[src/sv/sdvf_pkg.sv]
`default_nettype none
// ----------------------------------------------------------------------------
// sdvf_pkg
// Shared types and constants of the signed-distance variance fusion core.
// ----------------------------------------------------------------------------
package sdvf_pkg;

    localparam int DIST_W   = 16;
    localparam int WEIGHT_W = 9;
    localparam int VAR_W    = 32;
    localparam int GAIN_W   = 17;
    localparam int REM_W    = 33;
    localparam int STEP_W   = 6;
    localparam int MUL_A_W  = 32;
    localparam int MUL_B_W  = 17;
    localparam int PROD_W   = MUL_A_W + MUL_B_W;

    localparam logic [VAR_W-1:0]  VAR_UNKNOWN = '1;
    localparam logic [GAIN_W-1:0] GAIN_ONE    = 17'h10000;

    // quotient bit counts of the two divisions
    localparam logic [STEP_W-1:0] MEAS_STEPS = 6'd32;
    localparam logic [STEP_W-1:0] GAIN_STEPS = 6'd17;

    typedef struct packed {
        logic              start;
        logic [REM_W-1:0]  rem_init;
        logic [VAR_W-1:0]  num;
        logic [REM_W-1:0]  den;
        logic [STEP_W-1:0] steps;
    } div_req_t;

    typedef struct packed {
        logic             done;
        logic [VAR_W-1:0] quo;
    } div_stat_t;

    typedef enum logic [8:0] {
        S_IDLE = 9'b000000001,
        S_SQ   = 9'b000000010,
        S_R    = 9'b000000100,
        S_RDIV = 9'b000001000,
        S_KDIV = 9'b000010000,
        S_MK   = 9'b000100000,
        S_VK   = 9'b001000000,
        S_VW   = 9'b010000000,
        S_DONE = 9'b100000000
    } state_t;

endpackage
`default_nettype wire

[src/sv/signed_distance_variance_fusion_core.sv]
`default_nettype none
// ----------------------------------------------------------------------------
// signed_distance_variance_fusion_core
// Scalar Kalman update of one signed-distance estimate (mean, variance) in
// fixed point, built from a small sequencer, one shared multiplier and one
// shared radix-2 divider.
// ----------------------------------------------------------------------------
//  channel | dir | signals                   | content
//  s_      | in  | tvalid, tready, tdata,    | tuser = op; tdata = distance,
//          |     | tuser                     | weight
//  m_      | out | tvalid, tready, tdata     | mean_out, variance_out, observed
//
//  A set item takes the distance as the mean and its square as the variance.
//  A fuse on an unknown variance waits on the 32-bit division; any later fuse
//  adds the 17-bit gain division, skipped when both variances are zero, and
//  makes three passes through the multiplier in all. A new item is taken
//  only after the last has reached the output register; s_tready is high only
//  in idle. A finished result waits in the output
//  register; the next item is accepted while it waits, and the sequencer holds
//  before writing its own result until that register is free.
//  Reset clears the mean, marks the variance unknown (all ones).
// ----------------------------------------------------------------------------
module signed_distance_variance_fusion_core (
    input  wire         clk,
    input  wire         rst_n,
    input  wire         s_tvalid,
    output logic        s_tready,
    input  wire  [31:0] s_tdata,   // [15:0] distance, [24:16] weight, rest zero
    input  wire         s_tuser,   // [0] op
    output logic        m_tvalid,
    input  wire         m_tready,
    output logic [55:0] m_tdata    // [15:0] mean_out, [47:16] variance_out,
                                   // [48] observed, rest zero
);
    import sdvf_pkg::*;

    state_t state_reg;

    logic                       op_reg;
    logic signed [DIST_W-1:0]   dist_reg;
    logic [WEIGHT_W-1:0]        wt_reg;
    logic [DIST_W-1:0]          dabs_reg;
    logic [DIST_W-1:0]          mag_reg;
    logic                       neg_reg;
    logic [GAIN_W-1:0]          k_reg;
    logic [DIST_W-1:0]          mean_reg;
    logic [VAR_W-1:0]           var_reg;
    logic                       m_tvalid_reg;
    logic [55:0]                m_tdata_reg;

    logic                       in_fire;
    logic signed [DIST_W-1:0]   in_dist;
    logic [DIST_W-1:0]          in_dabs;
    logic signed [DIST_W:0]     in_res;
    logic [DIST_W:0]            in_res_neg;
    logic                       out_free;

    logic                       mul_en;
    logic [MUL_A_W-1:0]         mul_a;
    logic [MUL_B_W-1:0]         mul_b;
    logic [PROD_W-1:0]          prod;

    div_req_t                   dreq;
    div_stat_t                  dstat;

    logic [VAR_W:0]             gain_sum;
    logic [33:0]                step_round;
    logic [17:0]                step;
    logic signed [18:0]         mean_wide;
    logic signed [18:0]         mean_sat_in;
    logic [DIST_W-1:0]          mean_new;

    assign in_fire    = s_tvalid && s_tready;
    assign in_dist    = s_tdata[DIST_W-1:0];
    assign in_dabs    = in_dist[DIST_W-1] ? DIST_W'(~in_dist + 1'b1) : in_dist;
    assign in_res     = {in_dist[DIST_W-1], in_dist} - {mean_reg[DIST_W-1], mean_reg};
    assign in_res_neg = ~in_res + 1'b1;
    assign out_free   = !m_tvalid_reg || m_tready;

    assign s_tready = (state_reg == S_IDLE);
    assign m_tvalid = m_tvalid_reg;
    assign m_tdata  = m_tdata_reg;

    // gain divisor P + R; R is the quotient just finished
    assign gain_sum   = {1'b0, var_reg} + {1'b0, dstat.quo};

    // mean step: round |residual| * k / 2^16 to nearest, halves away from zero
    assign step_round = {1'b0, prod[32:0]} + 34'd32768;
    assign step       = step_round[33:16];
    assign mean_wide  = {{3{mean_reg[DIST_W-1]}}, mean_reg};
    assign mean_sat_in = neg_reg ? mean_wide - $signed({1'b0, step})
                                 : mean_wide + $signed({1'b0, step});

    always_comb
    begin
        if (mean_sat_in > 19'sd32767)
        begin
            mean_new = 16'h7FFF;
        end
        else if (mean_sat_in < -19'sd32768)
        begin
            mean_new = 16'h8000;
        end
        else
        begin
            mean_new = mean_sat_in[DIST_W-1:0];
        end
    end

    always_comb
    begin
        mul_en = 1'b0;
        mul_a  = '0;
        mul_b  = '0;
        unique case (state_reg)
            S_SQ:
            begin
                mul_en = 1'b1;
                mul_a  = MUL_A_W'(dabs_reg);
                mul_b  = MUL_B_W'(dabs_reg);
            end
            S_MK:
            begin
                mul_en = 1'b1;
                mul_a  = MUL_A_W'(mag_reg);
                mul_b  = k_reg;
            end
            S_VK:
            begin
                mul_en = 1'b1;
                mul_a  = var_reg;
                mul_b  = GAIN_ONE - k_reg;
            end
            default:
            begin
                mul_en = 1'b0;
            end
        endcase
    end

    always_comb
    begin
        dreq = '0;
        unique case (state_reg)
            S_R:
            begin
                // R = d^2 * 256 / (128 + w)
                dreq.start    = !op_reg;
                dreq.rem_init = REM_W'(prod[30:24]);
                dreq.num      = {prod[23:0], 8'd0};
                dreq.den      = REM_W'({1'b0, wt_reg} + 10'd128);
                dreq.steps    = MEAS_STEPS;
            end
            S_RDIV:
            begin
                // k = P * 65536 / (P + R)
                dreq.start    = dstat.done && (var_reg != VAR_UNKNOWN)
                                && (gain_sum != '0);
                dreq.rem_init = REM_W'(var_reg[VAR_W-1:1]);
                dreq.num      = {var_reg[0], 31'd0};
                dreq.den      = gain_sum;
                dreq.steps    = GAIN_STEPS;
            end
            default:
            begin
                dreq.start = 1'b0;
            end
        endcase
    end

    sdvf_mul u_mul (
        .clk  (clk),
        .en   (mul_en),
        .a    (mul_a),
        .b    (mul_b),
        .prod (prod)
    );

    sdvf_div u_div (
        .clk   (clk),
        .rst_n (rst_n),
        .req   (dreq),
        .stat  (dstat)
    );

    always_ff @(posedge clk or negedge rst_n)
    begin
        if (!rst_n)
        begin
            state_reg    <= S_IDLE;
            mean_reg     <= '0;
            var_reg      <= VAR_UNKNOWN;
            m_tvalid_reg <= 1'b0;
        end
        else
        begin
            if (state_reg == S_DONE && out_free)
            begin
                m_tvalid_reg <= 1'b1;
            end
            else if (m_tvalid_reg && m_tready)
            begin
                m_tvalid_reg <= 1'b0;
            end
            unique case (state_reg)
                S_IDLE:
                begin
                    if (in_fire)
                    begin
                        state_reg <= S_SQ;
                    end
                end
                S_SQ:
                begin
                    state_reg <= S_R;
                end
                S_R:
                begin
                    if (op_reg)
                    begin
                        mean_reg  <= dist_reg;
                        var_reg   <= prod[VAR_W-1:0];
                        state_reg <= S_DONE;
                    end
                    else
                    begin
                        state_reg <= S_RDIV;
                    end
                end
                S_RDIV:
                begin
                    if (dstat.done)
                    begin
                        if (var_reg == VAR_UNKNOWN)
                        begin
                            // first fuse: take the measurement as it is
                            mean_reg  <= dist_reg;
                            var_reg   <= dstat.quo;
                            state_reg <= S_DONE;
                        end
                        else if (gain_sum == '0)
                        begin
                            state_reg <= S_MK;
                        end
                        else
                        begin
                            state_reg <= S_KDIV;
                        end
                    end
                end
                S_KDIV:
                begin
                    if (dstat.done)
                    begin
                        state_reg <= S_MK;
                    end
                end
                S_MK:
                begin
                    state_reg <= S_VK;
                end
                S_VK:
                begin
                    mean_reg  <= mean_new;
                    state_reg <= S_VW;
                end
                S_VW:
                begin
                    var_reg   <= prod[VAR_W+15:16];
                    state_reg <= S_DONE;
                end
                S_DONE:
                begin
                    // hold until the output register is free
                    if (out_free)
                    begin
                        state_reg <= S_IDLE;
                    end
                end
                default:
                begin
                    state_reg <= S_IDLE;
                end
            endcase
        end
    end

    always_ff @(posedge clk)
    begin
        if (in_fire)
        begin
            op_reg   <= s_tuser;
            dist_reg <= in_dist;
            wt_reg   <= s_tdata[DIST_W+WEIGHT_W-1:DIST_W];
            dabs_reg <= in_dabs;
            neg_reg  <= in_res[DIST_W];
            mag_reg  <= in_res[DIST_W] ? in_res_neg[DIST_W-1:0] : in_res[DIST_W-1:0];
        end
        if (state_reg == S_RDIV && dstat.done)
        begin
            k_reg <= GAIN_ONE;
        end
        else if (state_reg == S_KDIV && dstat.done)
        begin
            k_reg <= dstat.quo[GAIN_W-1:0];
        end
        if (state_reg == S_DONE && out_free)
        begin
            m_tdata_reg <= {7'd0, 1'b1, var_reg, mean_reg};
        end
    end

endmodule
`default_nettype wire

[src/sv/sdvf_div.sv]
`default_nettype none
// ----------------------------------------------------------------------------
// sdvf_div
// Radix-2 restoring divider, one quotient bit per cycle. The caller preloads
// the upper dividend bits as the starting remainder and the remaining bits
// MSB-first in num; once 'steps' quotient bits are in, the quotient sits in the low bits.
// ----------------------------------------------------------------------------
module sdvf_div (
    input  wire                  clk,
    input  wire                  rst_n,
    input  sdvf_pkg::div_req_t   req,
    output sdvf_pkg::div_stat_t  stat
);
    import sdvf_pkg::*;

    logic [REM_W-1:0]  rem_reg, rem_next;
    logic [VAR_W-1:0]  lo_reg, lo_next;
    logic [REM_W-1:0]  den_reg;
    logic [STEP_W-1:0] cnt_reg;
    logic              busy_reg;
    logic              done_reg;
    logic [REM_W:0]    shifted;
    logic [REM_W:0]    diff;
    logic              ge;

    always_comb
    begin
        shifted  = {rem_reg, lo_reg[VAR_W-1]};
        diff     = shifted - {1'b0, den_reg};
        ge       = (shifted >= {1'b0, den_reg});
        rem_next = ge ? diff[REM_W-1:0] : shifted[REM_W-1:0];
        lo_next  = {lo_reg[VAR_W-2:0], ge};
    end

    always_ff @(posedge clk or negedge rst_n)
    begin
        if (!rst_n)
        begin
            busy_reg <= 1'b0;
            done_reg <= 1'b0;
        end
        else if (req.start)
        begin
            busy_reg <= 1'b1;
            done_reg <= 1'b0;
        end
        else if (busy_reg)
        begin
            busy_reg <= (cnt_reg != STEP_W'(1));
            done_reg <= (cnt_reg == STEP_W'(1));
        end
        else
        begin
            done_reg <= 1'b0;
        end
    end

    always_ff @(posedge clk)
    begin
        if (req.start)
        begin
            rem_reg <= req.rem_init;
            lo_reg  <= req.num;
            den_reg <= req.den;
            cnt_reg <= req.steps;
        end
        else if (busy_reg)
        begin
            rem_reg <= rem_next;
            lo_reg  <= lo_next;
            cnt_reg <= cnt_reg - STEP_W'(1);
        end
    end

    assign stat.done = done_reg;
    assign stat.quo  = lo_reg;

endmodule
`default_nettype wire

[src/sv/sdvf_mul.sv]
`default_nettype none
// ----------------------------------------------------------------------------
// sdvf_mul
// Shared unsigned 32 x 17 multiplier with a registered product.
// ----------------------------------------------------------------------------
module sdvf_mul (
    input  wire                                clk,
    input  wire                                en,
    input  wire [sdvf_pkg::MUL_A_W-1:0]        a,
    input  wire [sdvf_pkg::MUL_B_W-1:0]        b,
    output logic [sdvf_pkg::PROD_W-1:0]        prod
);
    import sdvf_pkg::*;

    logic [PROD_W-1:0] prod_reg;

    always_ff @(posedge clk)
    begin
        if (en)
        begin
            prod_reg <= PROD_W'(a) * PROD_W'(b);
        end
    end

    assign prod = prod_reg;

endmodule
`default_nettype wire
[config.mk]
export PLATFORM = sky130hd
export DESIGN_NAME = signed_distance_variance_fusion_core
export DESIGN_NICKNAME = d
export VERILOG_FILES = /design/src/sv/sdvf_pkg.sv /design/src/sv/signed_distance_variance_fusion_core.sv /design/src/sv/sdvf_div.sv /design/src/sv/sdvf_mul.sv
export SDC_FILE = /design/constraint.sdc
export NUM_CORES = 2
export LEC_CHECK = 0
export BUFFER_PORTS_ARGS = -buffer_cell sky130_fd_sc_hd__buf_4
export CAP_MARGIN = 20
export CORE_MARGIN = 2
export CORE_UTILIZATION = 65
export CTS_CLUSTER_DIAMETER = 120
export DETAILED_ROUTE_END_ITERATION = 7
export PLACE_DENSITY = 0.81
export SYNTH_ARGS = -nofsm -noshare
export SYNTH_HDL_FRONTEND = slang
export SYNTH_SLANG_ARGS = --single-unit
[constraint.sdc]
create_clock -name clk -period 10.7 [get_ports clk]
set_input_delay 1.605 -clock clk [delete_from_list [all_inputs] [get_ports clk]]
set_output_delay 1.605 -clock clk [all_outputs]
set_load 0.05 [all_outputs]
Word level (Yosys, flattened, before mapping) --
Index checks and enable logic that the tools add are counted.
Storage, ports and cells: register bits 336, word-level logic and storage cells 115
Cells by class: add/subtract/negate cells 11, $mul 1, order comparisons 3, equal/unequal tests 19, muxes and demuxes 39, bitwise gates (word level) 2, reduce and logical (&&, ||, !) cells 20
Operators with widths (count):
- 102-bit case mux with 2 select lines | 1
- 32-bit case mux with 3 select lines | 2
- 32-bit two-way mux | 5
- 33-bit two-way mux | 3
- 16-bit two-way mux | 6
- 9-bit case mux with 9 select lines | 1
- 9-bit two-way mux | 6
- 17-bit case mux with 3 select lines | 1
- 32-bit by 17-bit multiplier with 48-bit output | 1
- 16-bit case mux with 3 select lines | 1
- 33-bit by 16-bit adder with 34-bit output, second input constant | 1
- 34-bit by 33-bit greater-or-equal comparator with 1-bit output | 1
- 32-bit by 32-bit adder with 33-bit output | 1
- 33-bit logical NOT | 1
- 33-bit nonzero test | 1
- 33-bit subtractor | 1
- 16-bit by 1-bit adder with 16-bit output, second input constant | 2
- 32-bit equality test, second input constant | 1
- 32-bit inequality test, second input constant | 1
- 16-bit NOT | 2
- 16-bit by 19-bit adder with 19-bit output | 1
- 19-bit by 16-bit greater-than comparator with 1-bit output, second input constant | 1
- 19-bit by 16-bit < comparator with 1-bit output, second input constant | 1
- 19-bit two-way mux | 1
- other kinds (29) | 52

Longest topological paths before layout --
word-level depth 7, mapped depth 37

By module --
A second synthesis with hierarchy kept.
Second synthesis, totals: cell total of the unflattened synthesis 4263, area total of the unflattened synthesis 38943.6 µm²
Modules (own cells, without submodules):
- sdvf_mul | times used 1, cells an instance 2085, area each 18813.0 µm², sequential area each 1471.4 µm²
- signed_distance_variance_fusion_core | times used 1, cells an instance 1583, area each 13743.2 µm², sequential area each 5016.1 µm²
- sdvf_div | times used 1, cells an instance 595, area each 6387.4 µm², sequential area each 3173.0 µm²

Worst setup path after synthesis --
Ideal clock, no wire load.
path kind register to register, from register state_reg[4], to register u_mul.prod_reg[44], in the netlist u_mul.prod[44], data pin, library setup time 259 ps, arrival time 9033 ps, data required time 10441 ps, slack 1409 ps, stages on the path, launching flop included 37, path buffers 4, cells stage by stage dfrtp_1 -> nor2_1 -> nand2_1 -> or3_1 -> or4b_2 -> clkbuf_1 -> clkinv_1 -> buf_2 -> buf_2 -> nand2_1 -> o211ai_1 -> clkbuf_1 -> nand2_1 -> fa_1 -> inv_1 -> fa_1 -> inv_1 -> fa_1 -> inv_1 -> fa_1 -> fa_1 -> inv_1 -> fa_1 -> inv_1 -> ha_1 -> a21o_1 -> a21oi_1 -> nor2_1 -> nor2_1 -> o21ai_0 -> a2111oi_1 -> o31ai_1 -> a2111oi_0 -> nor3_1 -> a221o_1 -> a21oi_1 -> xnor2_1
Between the ends: word-level cells in the longest chain between the ends 3, elaborated cells on any way between the ends 6, those cells by class mul: 1; eq/ne: 3; mux: 2
Ends and longest elaborated chain:
- start, declared | line signed_distance_variance_fusion_core.sv:37 | state_t state_reg;
- start signal, assigned | line signed_distance_variance_fusion_core.sv:190 | state_reg <= S_IDLE;
- start signal, assigned | line signed_distance_variance_fusion_core.sv:210 | state_reg <= S_SQ;
- start signal, assigned | line signed_distance_variance_fusion_core.sv:215 | state_reg <= S_R;
- 9-bit by 7-bit equality test with 1-bit output, or another cell as far along | line signed_distance_variance_fusion_core.sv:115 | unique case (state_reg)
- 32-bit case mux with 3 select lines / 17-bit case mux with 3 select lines (equally long branches) | line signed_distance_variance_fusion_core.sv:115
- 32-bit by 17-bit multiplier with 48-bit output (*) | line sdvf_mul.sv:21 | prod_reg <= PROD_W'(a) * PROD_W'(b);
- end signal, assigned | line sdvf_mul.sv:21
- end, declared | line sdvf_mul.sv:15 | logic [PROD_W-1:0] prod_reg;
Every way passes the cells marked *; elsewhere a longest branch is shown, timed or not. A chain may end at the register's enable or synchronous reset.

Worst setup path in the final report --
from register k_reg[0], to register u_mul.prod_reg[44], in the netlist u_mul.prod[44], data pin
Between the ends: word-level cells in the longest chain between the ends 3
Ends and longest elaborated chain:
- start, declared | line signed_distance_variance_fusion_core.sv:45 | logic [GAIN_W-1:0] k_reg;
- start signal, assigned | line signed_distance_variance_fusion_core.sv:305 | k_reg <= dstat.quo[GAIN_W-1:0];
- 17-bit subtractor | line signed_distance_variance_fusion_core.sv:132 | mul_b = GAIN_ONE - k_reg;
- 17-bit case mux with 3 select lines (*) | line signed_distance_variance_fusion_core.sv:115
- 32-bit by 17-bit multiplier with 48-bit output (*) | line sdvf_mul.sv:21
Marks and branches as above.

==> summary.md <==
| Metric | Value |
|---|---|
| Tmin final | `just over 10 ns` |
| Largest net degree at the start of global routing | `between 70 and 80` |
| First-pass GRT wire length | `~170000 um` |
| Status | `completed` |
| Crit path DAT | `10.44 ns` |
| Worst reg2reg path startpoint | `k_reg[0]` |
| Leakage | `0.0188 uW` |
| Vias per inst | `about 6.1` |
| Register area share after synthesis | `between 20% and 30%` |
| First-pass DRT Iterations | `6` |
| Most frequent cells in the layout | `nand2_1, inv_1, fa_1` |
| DRC violations left | `0` |
| Max-Cap Viols | `0` |
| Wire per inst | `roughly 21 um` |
| Num ports | `95` |
| Setup TNS Final | `0 ns` |
| Die height | `243 um` |
| CTS H-tree depth | `2` |
| CP Max Fanout | `10` |
| RePlAce Congestion | `0.956` |
| Setup Skew | `between 0.02 and 0.025 ns` |
| Total global-route track usage | `between 30 and 40%` |
| Slew Limit Fails | `0` |
| Cts hold-fix bufs | `0` |
| Yosys reg bits | `335` |
| Crit path max-delay cell type | `a2111oi_1` |
| Ant diodes | `0` |
| Area growth syn-to-layout | `8.03%` |
| Mean post-synth cell area | `between 8 and 9 um^2` |
| Fmax achieved | `0.0988 GHz` |
| Grt total ovfl | `0` |
| CTS tree | `done` |
| Worst R2R End | `u_mul.prod[44]` |
| DR iter-0 viols | `between 3000 and 4000` |
| Worst Max-Slew Pin Slew | `approximately 1.1 ns` |
| Worst Setup Path Type | `reg2reg` |
| Worst Path Required | `~11 ns` |
| Clk_lat worst skew | `about 0.57 ns` |
| Commonest non-fill, non-tap cell in the layout | `nand2_1` |
| R2R setup slack | `around 0.58 ns` |
| Number of global-route vias before repair | `a little over 30000` |
| Final WL | `roughly 110000 um` |
| Yosys Warn Count | `0` |
| Cell count of the worst reg-to-reg path | `32` |
| Die width | `~240 um` |
| Critical Path End Type | `register` |
| Biggest area consumer among synthesized cells | `fa_1` |
| Final Hold Viols | `0` |
| Starting Density | `65.9%` |
| Root Buffer | `clkbuf_16` |
| Max IR drop VDD | `approximately 0.00017 V` |
| Post-synth top flop | `edfxtp_1` |
| Layout cells sized above 1 | `under 10%` |
| Min-Delay Path Depth | `0` |
| Hold WS | `just over 0.5 ns` |
| Max stage delay on crit path | `approximately 0.6 ns` |
| Final-stage net count | `roughly 4900` |
| RSZ-0062 raised after global routing | `false` |
| Core area | `around 0.056 mm^2` |
| I/O Buffers | `79` |
| Slew Limit Headroom | `roughly 27%` |
| Detailed-route via count | `~30000` |
| Cells after Synth | `roughly 4100` |
| Initial antenna violation count | `3` |
| CTS Sinks | `around 340` |
| Synth async-reset ratio | `about 18%` |
| Hold EP | `m_tdata[0]` |
| Clk slew on worst S/H paths | `0.06 ns` |
| Top-area cell type share of the netlist area | `between 20% and 30%` |
| Final setup viols | `0` |
| Num CTS Buffers | `39` |
| Power Dens Cells | `just over 200 mW/mm^2` |
| Num rows | `87` |
| Post-route clock period utilization | `between 90% and 100%` |
| Hold Crit Start | `mean_reg[0]` |
| Number of buffers on the longest clock path | `3` |
| Detailed placement HPWL | `around 80000 um` |
| Area of the die | `between 0.05 and 0.06 mm^2` |
| Worst setup SP type | `register` |
| Min-delay worst type | `reg2reg` |
| CP dominant cell by count | `fa_1` |
| Synthesized area | `0.0372 mm^2` |
| Yosys cell types | `87` |
| Number of flops mapped to enable cells by yosys | `roughly 260` |
| Post-route ant nets | `0` |
| Synth top area cells | `fa_1, edfxtp_1, ha_1` |
## cells by family (layout without fill, tap and decap cells)
kind of cell	Yosys count	count (layout)	share of synthesized area, %
and+or+nand+nor	1375	1375	16.1
xor gates and xnor gates	187	187	4.40
other	2	8	0.0202
AOI/OAI and AO/OA	672	672	11.7
muxes	47	47	1.27
adders and majority gates	678	678	31.9
DFF	335	335	25.9
buffers and inverters	846	900	8.68
## metal layers
metal  routed length, um  part of all wire, %  GRT usage, %  up-vias
li1                    -                    -             -    13500
met1               41100                   39          50.4    14800
met2               47400                   45          56.9     1808
met3               12600                   12          7.27      327
met4                5220                  4.9          15.8        2
met5                  13                0.012             0        -
## final cells by class
cell class	instances	area, um^2
Multi-Input combinational cell	2967	24500
Clock inverter	23	333
Inverter	676	2540
Tap cell	756	946
Timing Repair Buffer	152	1170
Fill cell	4146	16300
Clock buffer	49	1050
Sequential cell	335	9630
## per-stage QoR
step / cells / util, % / setup WS (ns) / total power [uW] / instance area, um^2
after floorplan: 4148 / - / 1.41 / 5350 / 37200
after global placement: 4882 / 68.6 / 0.330 / 6460 / 38700
after detailed placement: 4882 / 68.6 / 0.165 / 6560 / 38700
after CTS: 4954 / 71.0 / 0.149 / 8040 / 40100
after global routing: 4958 / 71.2 / 0.0116 / 8650 / 40200
final: 4958 / 71.2 / 0.578 / 8180 / 40200
## worst max path at each step
stage / start / end / slack (ns) / cells after the start
finish: k_reg[0] / u_mul.prod[44] / 0.58 / 32
CTS: k_reg[0] / u_mul.prod[44] / 0.15 / 32
floorplan: state_reg[4] / u_mul.prod[44] / 1.41 / 36
global route: k_reg[1] / u_mul.prod[44] / 0.01 / 32
global placement: k_reg[0] / u_mul.prod[44] / 0.33 / 30
detailed placement: k_reg[0] / u_mul.prod[44] / 0.17 / 30
## worst max-delay path: cells and delay by family, from the launching register on
family	cells	cell delay, ns
AO/OA/AOI/OAI	7	2.09
XOR/XNOR	1	0.08
adder cells (fa/ha/maj)	7	3.64
buffers and inverters	4	0.44
flip-flops	1	0.37
AND/OR/NAND/NOR	13	3.23
## where the power goes
part           leakage (uW)  total, uW  internal (uW)  switching, uW
combinational        0.0150       4120           1590           2540
sequential          0.00319       2600           2040            561
clock              0.000670       1460            875            581
## cells in the mapped netlist, drive strengths merged, types with 19 or more instances
library cell and number:
nand2 684, inv 674, fa 452, nor2 359, edfxtp 258, ha 226
o21ai 156, a21oi 150, clkbuf 137, xnor2 134, a21o 76, a31oi 62
and2 56, a22oi 53, xor2 53, mux2i 44, and3 41, nand3 40
nor3 37, buf 33, dfstp 33, nand2b 29, dfrtp 27, or3 27
o31ai 26, nand4 23, nor2b 23, o21a 19
## timing repair
action                                  in CTS  in global routing
setup buffers                                0                  1
gates resized for setup                      0                  8
endpoints found under the setup margin       0                  5
Note: power is estimated with default switching activity, not from simulation.
